### config.mk
export PLATFORM = sky130hd
export DESIGN_NAME = circular_deque
export DESIGN_NICKNAME = d
export VERILOG_FILES = /design/src/design/cdq_pkg.sv /design/src/design/circular_deque.sv /design/src/design/cdq_mem.sv /design/src/design/cdq_ctrl.sv
export SDC_FILE = /design/constraint.sdc
export NUM_CORES = 1
export LEC_CHECK = 0
export ABC_AREA = 1
export BUFFER_PORTS_ARGS = -buffer_cell sky130_fd_sc_hd__buf_4
export CORE_UTILIZATION = 65
export CTS_BUF_LIST = sky130_fd_sc_hd__clkbuf_16
export DETAILED_ROUTE_END_ITERATION = 10
export PLACE_DENSITY = 0.88
export SETUP_SLACK_MARGIN = 0.3
export SLEW_MARGIN = 25
export SYNTH_ARGS = -nofsm -noshare
export SYNTH_HDL_FRONTEND = slang
export SYNTH_HIERARCHICAL = 1
export SYNTH_SLANG_ARGS = --single-unit
### constraint.sdc
create_clock -name i_clk -period 9.4 [get_ports i_clk]
set_input_delay 0.94 -clock i_clk [delete_from_list [all_inputs] [get_ports i_clk]]
set_output_delay 0.94 -clock i_clk [all_outputs]
set_load 0.01 [all_outputs]
### src/design/cdq_pkg.sv
`timescale 1ns / 1ps
// Shared types and codes for the circular deque.
// No dependencies; used by every module of the block.
package cdq_pkg;

    localparam int CDQ_DEPTH = 8;
    localparam int CDQ_WORD_W = 32;

    localparam logic [2:0] KIND_PUSH_FRONT = 3'd0;
    localparam logic [2:0] KIND_PUSH_REAR  = 3'd1;
    localparam logic [2:0] KIND_POP_FRONT  = 3'd2;
    localparam logic [2:0] KIND_POP_REAR   = 3'd3;
    localparam logic [2:0] KIND_TRAVERSE   = 3'd4;
    localparam logic [2:0] KIND_SEARCH     = 3'd5;

    typedef enum logic [2:0] {
        ST_OK        = 3'd0,
        ST_OVERFLOW  = 3'd1,
        ST_UNDERFLOW = 3'd2,
        ST_EMPTY     = 3'd3,
        ST_FOUND     = 3'd4,
        ST_NOT_FOUND = 3'd5
    } t_status;

    typedef enum logic [1:0] {
        S_IDLE,
        S_POP,
        S_WALK
    } t_state;

endpackage

### src/design/circular_deque.sv
`timescale 1ns / 1ps
// Circular deque top level: sequencer plus single-port-read word store.
// Depends on cdq_pkg, cdq_mem and cdq_ctrl.
//
// An item is taken when i_start is high and o_busy is low. Every result appears
// for exactly one cycle with o_valid high and must be captured then; o_last marks
// the final result of an item. A push keeps o_busy low, so pushes can follow
// back to back; its result shows the cycle after it is taken. A pop reads its
// word from the store and returns it; traverse returns one word per cycle from
// front to rear, search stops at the first match or at the rear, and any request
// on an empty deque or a full-deque push gives one status result from idle. The
// store's single read port, whose read data is registered, sets these steps.
// Kinds 6 and 7 are ignored and give no result.
module circular_deque
    import cdq_pkg::*;
#(
    parameter int DEPTH = CDQ_DEPTH
) (
    input  logic                         i_clk,
    input  logic                         i_rst_n,
    input  logic                         i_start,
    input  logic [2:0]                   i_kind,
    input  logic signed [CDQ_WORD_W-1:0] i_value,
    output logic                         o_busy,
    output logic                         o_valid,
    output logic [2:0]                   o_status,
    output logic signed [CDQ_WORD_W-1:0] o_data,
    output logic                         o_last
);

    localparam int AW = $clog2(DEPTH);

    logic                         mem_we;
    logic [AW-1:0]                mem_waddr;
    logic signed [CDQ_WORD_W-1:0] mem_wdata;
    logic                         mem_re;
    logic [AW-1:0]                mem_raddr;
    logic signed [CDQ_WORD_W-1:0] mem_rdata;

    cdq_ctrl #(
        .DEPTH (DEPTH),
        .AW    (AW)
    ) u_ctrl (
        .i_clk       (i_clk),
        .i_rst_n     (i_rst_n),
        .i_start     (i_start),
        .i_kind      (i_kind),
        .i_value     (i_value),
        .o_busy      (o_busy),
        .o_valid     (o_valid),
        .o_status    (o_status),
        .o_data      (o_data),
        .o_last      (o_last),
        .o_mem_we    (mem_we),
        .o_mem_waddr (mem_waddr),
        .o_mem_wdata (mem_wdata),
        .o_mem_re    (mem_re),
        .o_mem_raddr (mem_raddr),
        .i_mem_rdata (mem_rdata)
    );

    cdq_mem #(
        .DEPTH (DEPTH),
        .AW    (AW)
    ) u_mem (
        .i_clk   (i_clk),
        .i_we    (mem_we),
        .i_waddr (mem_waddr),
        .i_wdata (mem_wdata),
        .i_re    (mem_re),
        .i_raddr (mem_raddr),
        .o_rdata (mem_rdata)
    );

endmodule

### src/design/cdq_mem.sv
`timescale 1ns / 1ps
// Word store of the deque: one write port, one read port, registered read data.
// Depends on cdq_pkg for the word width.
module cdq_mem
    import cdq_pkg::*;
#(
    parameter int DEPTH = CDQ_DEPTH,
    parameter int AW    = $clog2(DEPTH)
) (
    input  logic                         i_clk,
    input  logic                         i_we,
    input  logic [AW-1:0]                i_waddr,
    input  logic signed [CDQ_WORD_W-1:0] i_wdata,
    input  logic                         i_re,
    input  logic [AW-1:0]                i_raddr,
    output logic signed [CDQ_WORD_W-1:0] o_rdata
);

    logic signed [CDQ_WORD_W-1:0] r_mem [DEPTH];
    logic signed [CDQ_WORD_W-1:0] r_rdata;

    always_ff @(posedge i_clk) begin
        if (i_we) begin
            r_mem[i_waddr] <= i_wdata;
        end
    end

    always_ff @(posedge i_clk) begin
        if (i_re) begin
            r_rdata <= r_mem[i_raddr];
        end
    end

    assign o_rdata = r_rdata;

endmodule

### src/design/cdq_ctrl.sv
`timescale 1ns / 1ps
// Sequencer of the deque: front/rear indices, empty flag, walk pointer, results.
// Depends on cdq_pkg; drives the ports of cdq_mem.
module cdq_ctrl
    import cdq_pkg::*;
#(
    parameter int DEPTH = CDQ_DEPTH,
    parameter int AW    = $clog2(DEPTH)
) (
    input  logic                         i_clk,
    input  logic                         i_rst_n,
    input  logic                         i_start,
    input  logic [2:0]                   i_kind,
    input  logic signed [CDQ_WORD_W-1:0] i_value,
    output logic                         o_busy,
    output logic                         o_valid,
    output logic [2:0]                   o_status,
    output logic signed [CDQ_WORD_W-1:0] o_data,
    output logic                         o_last,
    output logic                         o_mem_we,
    output logic [AW-1:0]                o_mem_waddr,
    output logic signed [CDQ_WORD_W-1:0] o_mem_wdata,
    output logic                         o_mem_re,
    output logic [AW-1:0]                o_mem_raddr,
    input  logic signed [CDQ_WORD_W-1:0] i_mem_rdata
);

    localparam logic [AW-1:0] LAST_IDX = AW'(DEPTH - 1);

    function automatic logic [AW-1:0] next_idx(input logic [AW-1:0] i);
        return (i == LAST_IDX) ? '0 : i + 1'b1;
    endfunction

    function automatic logic [AW-1:0] prev_idx(input logic [AW-1:0] i);
        return (i == '0) ? LAST_IDX : i - 1'b1;
    endfunction

    t_state                       r_state, n_state;
    logic [AW-1:0]                r_head, n_head;
    logic [AW-1:0]                r_tail, n_tail;
    logic                         r_empty, n_empty;
    logic [AW-1:0]                r_ptr, n_ptr;
    logic                         r_search, n_search;
    logic signed [CDQ_WORD_W-1:0] r_key, n_key;
    logic                         r_out_valid, n_out_valid;
    t_status                      r_out_status, n_out_status;
    logic signed [CDQ_WORD_W-1:0] r_out_data, n_out_data;
    logic                         r_out_last, n_out_last;

    logic accept;
    logic full;
    logic walk_last;
    logic hit;

    assign accept    = i_start && (r_state == S_IDLE);
    assign full      = !r_empty && (next_idx(r_tail) == r_head);
    assign walk_last = (r_ptr == r_tail);
    assign hit       = (i_mem_rdata == r_key);

    always_comb begin
        n_state = r_state;
        case (r_state)
            S_IDLE: begin
                if (accept && !r_empty) begin
                    case (i_kind) inside
                        KIND_POP_FRONT, KIND_POP_REAR: n_state = S_POP;
                        KIND_TRAVERSE, KIND_SEARCH:    n_state = S_WALK;
                        default:                       n_state = S_IDLE;
                    endcase
                end
            end
            S_POP: n_state = S_IDLE;
            S_WALK: begin
                if (walk_last || (r_search && hit)) begin
                    n_state = S_IDLE;
                end
            end
            default: n_state = S_IDLE;
        endcase
    end

    always_comb begin
        n_head       = r_head;
        n_tail       = r_tail;
        n_empty      = r_empty;
        n_ptr        = r_ptr;
        n_search     = r_search;
        n_key        = r_key;
        n_out_valid  = 1'b0;
        n_out_status = ST_OK;
        n_out_data   = '0;
        n_out_last   = 1'b1;
        o_mem_we     = 1'b0;
        o_mem_waddr  = '0;
        o_mem_wdata  = i_value;
        o_mem_re     = 1'b0;
        o_mem_raddr  = r_head;
        case (r_state)
            S_IDLE: begin
                if (accept) begin
                    case (i_kind)
                        KIND_PUSH_FRONT, KIND_PUSH_REAR: begin
                            n_out_valid = 1'b1;
                            if (full) begin
                                n_out_status = ST_OVERFLOW;
                            end else if (r_empty) begin
                                n_head   = '0;
                                n_tail   = '0;
                                n_empty  = 1'b0;
                                o_mem_we = 1'b1;
                            end else if (i_kind == KIND_PUSH_FRONT) begin
                                n_head      = prev_idx(r_head);
                                o_mem_we    = 1'b1;
                                o_mem_waddr = prev_idx(r_head);
                            end else begin
                                n_tail      = next_idx(r_tail);
                                o_mem_we    = 1'b1;
                                o_mem_waddr = next_idx(r_tail);
                            end
                        end
                        KIND_POP_FRONT, KIND_POP_REAR: begin
                            if (r_empty) begin
                                n_out_valid  = 1'b1;
                                n_out_status = ST_UNDERFLOW;
                            end else begin
                                o_mem_re    = 1'b1;
                                o_mem_raddr = (i_kind == KIND_POP_FRONT) ? r_head : r_tail;
                                if (r_head == r_tail) begin
                                    n_empty = 1'b1;
                                    n_head  = '0;
                                    n_tail  = '0;
                                end else if (i_kind == KIND_POP_FRONT) begin
                                    n_head = next_idx(r_head);
                                end else begin
                                    n_tail = prev_idx(r_tail);
                                end
                            end
                        end
                        KIND_TRAVERSE, KIND_SEARCH: begin
                            if (r_empty) begin
                                n_out_valid  = 1'b1;
                                n_out_status = ST_EMPTY;
                            end else begin
                                o_mem_re    = 1'b1;
                                o_mem_raddr = r_head;
                                n_ptr       = r_head;
                                n_search    = (i_kind == KIND_SEARCH);
                                n_key       = i_value;
                            end
                        end
                        default: begin
                            // unknown kind: drop the item
                        end
                    endcase
                end
            end
            S_POP: begin
                n_out_valid = 1'b1;
                n_out_data  = i_mem_rdata;
            end
            S_WALK: begin
                if (!r_search) begin
                    n_out_valid = 1'b1;
                    n_out_data  = i_mem_rdata;
                    n_out_last  = walk_last;
                end else if (hit) begin
                    n_out_valid  = 1'b1;
                    n_out_status = ST_FOUND;
                end else if (walk_last) begin
                    n_out_valid  = 1'b1;
                    n_out_status = ST_NOT_FOUND;
                end
                // advance to the next occupied entry
                if (!walk_last && !(r_search && hit)) begin
                    o_mem_re    = 1'b1;
                    o_mem_raddr = next_idx(r_ptr);
                    n_ptr       = next_idx(r_ptr);
                end
            end
            default: begin
            end
        endcase
    end

    always_ff @(posedge i_clk) begin
        if (!i_rst_n) begin
            r_state     <= S_IDLE;
            r_head      <= '0;
            r_tail      <= '0;
            r_empty     <= 1'b1;
            r_ptr       <= '0;
            r_search    <= 1'b0;
            r_out_valid <= 1'b0;
        end else begin
            r_state     <= n_state;
            r_head      <= n_head;
            r_tail      <= n_tail;
            r_empty     <= n_empty;
            r_ptr       <= n_ptr;
            r_search    <= n_search;
            r_out_valid <= n_out_valid;
        end
    end

    always_ff @(posedge i_clk) begin
        r_key        <= n_key;
        r_out_status <= n_out_status;
        r_out_data   <= n_out_data;
        r_out_last   <= n_out_last;
    end

    assign o_busy   = (r_state != S_IDLE);
    assign o_valid  = r_out_valid;
    assign o_status = r_out_status;
    assign o_data   = r_out_data;
    assign o_last   = r_out_last;

    a_pop_result: assert property (@(posedge i_clk) disable iff (!i_rst_n)
        (r_state == S_POP) |=> (r_out_valid && r_out_last && r_out_status == ST_OK))
        else $error("pop did not deliver its word");

    a_empty_idx: assert property (@(posedge i_clk) disable iff (!i_rst_n)
        r_empty |-> (r_head == '0 && r_tail == '0))
        else $error("empty deque with nonzero indices");

    a_idx_range: assert property (@(posedge i_clk) disable iff (!i_rst_n)
        (r_head <= LAST_IDX && r_tail <= LAST_IDX && r_ptr <= LAST_IDX))
        else $error("index beyond store depth");

    a_push_fills: assert property (@(posedge i_clk) disable iff (!i_rst_n)
        (accept && (i_kind == KIND_PUSH_FRONT || i_kind == KIND_PUSH_REAR)) |=> !r_empty)
        else $error("push left the deque empty");

    a_walk_nonempty: assert property (@(posedge i_clk) disable iff (!i_rst_n)
        (r_state == S_WALK || r_state == S_POP) |-> ($past(r_state) != S_IDLE || !$past(r_empty)))
        else $error("walk or pop started on an empty deque");

endmodule
---- Word-level counts from Yosys, hierarchy flattened ----
Memory sizes are Yosys's and may differ from the RTL's. A register that Yosys moved wholly into a read port is not among the register bits.
Index checks and enable logic that the tools add are counted.
storage, ports and cells
  bits in registers ....................... 82
  RAM bits ................................ 256
  bits in read-only memories .............. 0
  input bits .............................. 38
  memories kept ........................... 1
  latch bits .............................. 0
  word-level logic and storage cells ...... 146
  output and inout bits ................... 38
memory list
  name         depth  width  read ports  clocked after Yosys merged registers in  write ports  line           text
  u_mem.r_mem  8      32     1           1                                        1            cdq_mem.sv:19  logic signed [CDQ_WORD_W-1:0] r_mem [DEPTH];
cells by class
  div/mod/pow operators ................... 0
  eq/ne operators ......................... 26
  add/subtract/negate cells ............... 5
  muxes and demuxes ....................... 74
  reduce and logical (&&, ||, !) cells .... 27
  shifts and indexed selects .............. 0
  $mul .................................... 0
  bitwise operators ....................... 2
  order comparisons ....................... 0
operator list
  kind                   number
  $mux W3                36
  $pmux W32 S2           1
  $eq A32 B32 Y1         1
  $mux W32               1
  $pmux W3 S2            5
  $mux W1                19
  $eq A3 B3 Y1 const B   5
  $reduce_and A7 Y1      2
  $mux W2                6
  $ne A2 B2 Y1 const B   5
  $add A3 B1 Y3 const B  3
  $eq A3 B3 Y1           3
  $logic_not A3 Y1       3
  $pmux W3 S3            1
  $reduce_and A4 Y1      2
  $reduce_or A2 Y1       4
  $eq A3 B2 Y1 const B   2
  $ne A2 B1 Y1 const B   3
  $ne A3 B1 Y1 const B   2
  $pmux W1 S2            3
  $reduce_bool A2 Y1     3
  $sub A3 B1 Y3 const B  2
  $logic_and A1 B1 Y1    5
  $reduce_and A5 Y1      1
  other kinds (13)       16

---- Depth between registers and ports, before layout ----
  depth after elaboration ................. 10
  depth in mapped cells ................... 21
  mapped depth without buffers ............ 19

---- By module ----
The synthesis kept the hierarchy.
by module, submodules not included
  module    cells each  instances  sequential area each (µm²)  area each (µm²)
  cdq_mem   1156        1          8648.3                      12192.9
  cdq_ctrl  500         1          1961.9                      4150.2

---- Worst setup path after synthesis ----
OpenSTA, ideal clock, no wires.
  kind .................................... register to register
  from .................................... register u_ctrl.r_tail[0]
  to ...................................... memory u_mem.r_mem[2][0] (enable)
  cell stages (with the launch flop) ...... 13
  setup time .............................. 0.421 ns
  setup slack ............................. 5.898 ns
  clock period less this slack ............ 3.502 ns
  data arrival time ....................... 3.081 ns
  cell sequence ........................... dfxtp_1 -> ha_1 -> ha_1 -> inv_1 -> nand2_1 -> nand3_2 -> nor4_4 -> inv_1 -> nand3_1 -> nor2_1 -> inv_1 -> nand2_1 -> nor2_1
RTL lines
  what                                            line                             text
  from (decl)                                     cdq_ctrl.sv:40                   logic [AW-1:0] r_tail, n_tail;
  from (signal assigned)                          cdq_ctrl.sv:197                  r_tail <= n_tail;
  $add A3 B1 Y3 or $eq A3 B3 Y1 (tied branches)   cdq_ctrl.sv:31                   return (i == LAST_IDX) ? '0 : i + 1'b1;
  $mux W3 (*)                                     cdq_ctrl.sv:31
  $eq A3 B3 Y1 or $mux W3 (tied branches)         cdq_ctrl.sv:56, cdq_ctrl.sv:111
  $logic_and A1 B1 Y1 or $mux W3 (tied branches)  cdq_ctrl.sv:56, cdq_ctrl.sv:106
  $mux W3 (*)                                     cdq_ctrl.sv:104                  if (full) begin
  $mux W3 (*)                                     cdq_ctrl.sv:101                  case (i_kind)
  $mux W3 (*)                                     cdq_ctrl.sv:100                  if (accept) begin
  $mux W3 (*)                                     cdq_ctrl.sv:98                   case (r_state)
  via mem_waddr[2]                                circular_deque.sv:34             logic [AW-1:0] mem_waddr;
  to (decl)                                       cdq_mem.sv:19
The timed path passes the listed nets; every way through them passes the cells marked *.

---- Final worst setup path ----
  from .................................... register u_mem.r_rdata[2] (netlist: u_mem/o_rdata[2]) (read register of u_mem.r_mem)
  to ...................................... register u_mem.r_rdata[1] (netlist: u_mem/o_rdata[1]) (read register of u_mem.r_mem), data pin
between the ends
  cells in the longest elaborated chain, start to end .. 6
ends and longest elaborated chain
  what                 line                  text
  from (decl)          cdq_mem.sv:20         logic signed [CDQ_WORD_W-1:0] r_rdata;
  $eq A32 B32 Y1       cdq_ctrl.sv:58        assign hit = (i_mem_rdata == r_key);
  $logic_and A1 B1 Y1  cdq_ctrl.sv:174       if (!walk_last && !(r_search && hit)) begin
  $logic_not A1 Y1     cdq_ctrl.sv:174
  $logic_and A1 B1 Y1  cdq_ctrl.sv:174
  $mux W3              cdq_ctrl.sv:174
  $pmux W3 S2          cdq_ctrl.sv:98
  via mem_raddr[0]     circular_deque.sv:37  logic [AW-1:0] mem_raddr;
The timed path passes the listed nets, and every way through them passes these cells.
A chain may end at the register's enable or synchronous reset.

==> flow_summary_export.csv <==
group,metric,value,unit
finish,finalNonFillerCells,2052,
sta,rsz0062_at_grt,"no",
clock_tree,h-tree-depth,2,
pwr,p_per_area,252,nW/um^2
pwr,irDropWorstVdd,0.000172,V
logic_synthesis,synth.area.top_cells,"edfxtp_1 (59%), nand2_1 (12%), inv_1 (7.4%)",
sta,clock.fmax,222,MHz
setup_path,required,9.67,ns
setup_path,path_cells,"xnor2_1 -> nand2_1 -> nor2_1 -> nand2_1 -> nor2_1 -> nand2_1 -> nand2_2 -> nand2_2 -> nand3_1 -> nand3_4 -> clkinv_2 -> buf_4 -> nand2_1 -> nand3_1 -> nand2_1 -> nand2_1 -> nand2_1",
grt,grt_util_met2,48.8,%
status,outcome,"complete, no violations",
detailed_routing,viasPerCell,5.42,
detailed_routing,drtIter0Drc,1144,
clock_tree,clk_root_buffer_cell,"clkbuf_16",
setup_path,start_kind,"register",
detailed_routing,wl,35.6,mm
finish,layout_commonest_cell,"nand2_1",
finish,syn_to_final_growth,10.8,%
setup_path,critPathMaxStageDelay,0.79,ns
logic_synthesis,muxShareOfSynthArea,0,%
floorplan,initial_core_util,66.8,%
clock_tree,cts_sinks,370,
pwr,leakage,8.21,nW
place,io_buffers,75,
grt,grt_use_total,28.2,%
clock_tree,cts-resized-gates,0,
clock_tree,cts_max_path_buffers,3,
clock_tree,clk_pin_slew,0.06,ns
sta,setup_violations,0,
place,place_congestion,0.892,
detailed_routing,drc_errors,0,
sta,finalClockSkew,0.0215,ns
grt,top_usage_layer,"met2",
setup_path,critical_path_arrival,4.78,ns
sta,post-route-min-period,4.51,ns
logic_synthesis,netlist_instances,1656,
finish,num_antenna_cells,0,
floorplan,row_count,57,
detailed_routing,drt-pass1-iter-count,7,
clock_tree,tritoncts,"done",
logic_synthesis,synth_xor_area_share,1.50,%
place,dp.cells,1984,
grt,grt_remaining_overflow,0,
logic_synthesis,ys_seq_area_share,64.9,%
setup_path,cp_max_fo,80,
floorplan,fp.dieW,161,um
setup_path,crit_path_frequent_cell,"nand2_1",
logic_synthesis,yosys.area.top_type,"edfxtp_1",
logic_synthesis,netlist_area,16300,um^2
grt,antenna_found_initial,0,
setup_path,cp-end-kind,"register",
run,cap_violations,0,
sta,slew_violations,0,
detailed_routing,route.vias.total,11123,
grt,grt_pass1_wl,55.7,mm
setup_path,criticalPathCategory,"reg -> reg",
hold_path,hold_path_class,"reg -> reg",
floorplan,die_h,161,um
logic_synthesis,avgSynthCellArea,9.87,um^2
logic_synthesis,synth_cell_type_count,35,
sta,post-route-period-util,48.0,%
logic_synthesis,synth-compound-area-share,1.35,%
logic_synthesis,synth_top_family_by_area,"simple AND/OR/NAND/NOR gates",
logic_synthesis,yosysTopAreaCellShare,58.8,%
sta,relSlewSlack,36.4,%
sta,timing.hold.ws,0.510,ns
place,dp_hpwl,19.9,mm
floorplan,io_pins,76,
finish,nets,1755,
grt,grt_start_max_net_pins,89,
grt,grt.met3_usage,4.73,%
setup_path,cp_slowest_cell,"buf_4",
setup_path,crit_buf_inv,2,
detailed_routing,wl_per_cell,17.4,um
logic_synthesis,synth-simple-area-share,19.5,%
floorplan,core_area,24500,um^2
logic_synthesis,synth_warnings,6,
clock_tree,cts_made_buffers,37,
logic_synthesis,synth-seq-cells,370,
finish,drive_gt1_share,10.8,%
finish,final_cell_mix,"nand2_1 (523), inv_1 (339), edfxtp_1 (320)",
setup_path,critical-path-top-delay-family,"simple AND/OR/NAND/NOR gates",
sta,hold_viol,0,
floorplan,fp.dieArea,25800,um^2
clock_tree,postCtsHoldBufs,0,
clock_tree,clk_latency,0.53,ns
clock_tree,postCtsSetupBuffers,0,
sta,final.setup.tns,0,ns
logic_synthesis,synth_adder_area_share,1.38,%
grt,grt_pass1_vias,11184,
grt,grt_use_met1,33.6,%
detailed_routing,ant_nets,0,
logic_synthesis,syn_nets,1712,
sta,tightest_slew,0.954,ns
## kinds of logic (layout without fill, tap and decap cells)
| kind of cell | count (synthesis) | in the layout |
|---|---|---|
| AO/OA/AOI/OAI | 38 | 38 |
| AND/OR/NAND/NOR | 775 | 775 |
| adder cells (fa/ha/maj) | 18 | 18 |
| XOR/XNOR | 28 | 28 |
| flip-flops | 370 | 370 |
| buffers and inverters | 427 | 499 |
## worst paths after layout
kind	start	end	slack (ns)	cells after the start
max	u_mem/o_rdata[2]$_DFFE_PP_	u_mem/o_rdata[1]$_DFFE_PP_	4.89	17
min	u_mem/o_rdata[21]$_DFFE_PP_	u_ctrl/o_data[21]$_DFF_P_	0.51	2
max reg2reg	u_mem/o_rdata[2]$_DFFE_PP_	u_mem/o_rdata[1]$_DFFE_PP_	4.89	17
min reg2reg	u_mem/o_rdata[21]$_DFFE_PP_	u_ctrl/o_data[21]$_DFF_P_	0.51	2
## cells in the mapped netlist
library cell / instances
nor4_4: 1
clkbuf_1: 11
ha_1: 18
nand2_1: 523
inv_2: 14
or2_2: 1
nand2_2: 7
a21oi_1: 8
edfxtp_1: 320
dfxtp_1: 50
nor2_4: 2
nor2_2: 2
clkinv_1: 1
o211ai_2: 1
o31ai_1: 1
nand3_1: 143
buf_1: 5
a2111oi_0: 1
o22ai_1: 2
o21ai_0: 13
buf_4: 37
buf_6: 11
buf_2: 24
a22oi_1: 4
nand3_2: 1
xor2_1: 5
o21ai_1: 7
nor3_1: 4
nand2_4: 2
xnor2_1: 23
nor2_1: 87
o21ai_2: 1
nand4_1: 1
inv_1: 324
nand3_4: 1
## stage by stage
stage	utilization, %	total power [mW]	worst slack [ns]	instance area [um^2]
global placement	69.3	3.11	4.99	16900
finish	74.0	4.57	4.89	18100
floorplan	-	2.93	5.90	16300
detailed placement	69.4	3.19	4.75	17000
global route	74.0	4.79	4.53	18100
CTS	74.0	4.56	4.99	18100
## worst min-delay path: cells and delay by family, from the launching register on
family | cells | cell delay, ns
simple gates | 1 | 0.08
buf+inv | 1 | 0.04
flops | 1 | 0.35
## cell type report
type	instances	area, um^2
inverters	339	1270
clock inverters	29	158
fillers	1556	6350
repair buffers	92	711
clock buffers	39	976
well taps	324	405
multi-input cells	859	3980
flip-flops and latches	370	10600
## routing by layer
layer	vias to the layer above	part of all wire, %
li1	5203	-
met4	0	3.8
met3	128	9.2
met2	616	51
met5	-	0
met1	5176	36
## power breakdown
part / switching [mW] / internal [mW]
clock network: 0.593 / 0.778
logic: 0.863 / 0.366
registers: 0.0517 / 1.92
## state kept, by name, summed over array words and instances (netlist names)
register and count:
u_mem/r_mem 256, u_ctrl/o_data 32, u_ctrl/r_key 32, u_mem/o_rdata 32, u_ctrl/o_status 3, u_ctrl/r_head 3, u_ctrl/r_ptr 3, u_ctrl/r_tail 3
u_ctrl/r_state 2, u_ctrl/o_last 1, u_ctrl/o_valid 1, u_ctrl/r_empty 1, u_ctrl/r_search 1
No activity file was read; power rests on OpenSTA's default activity.
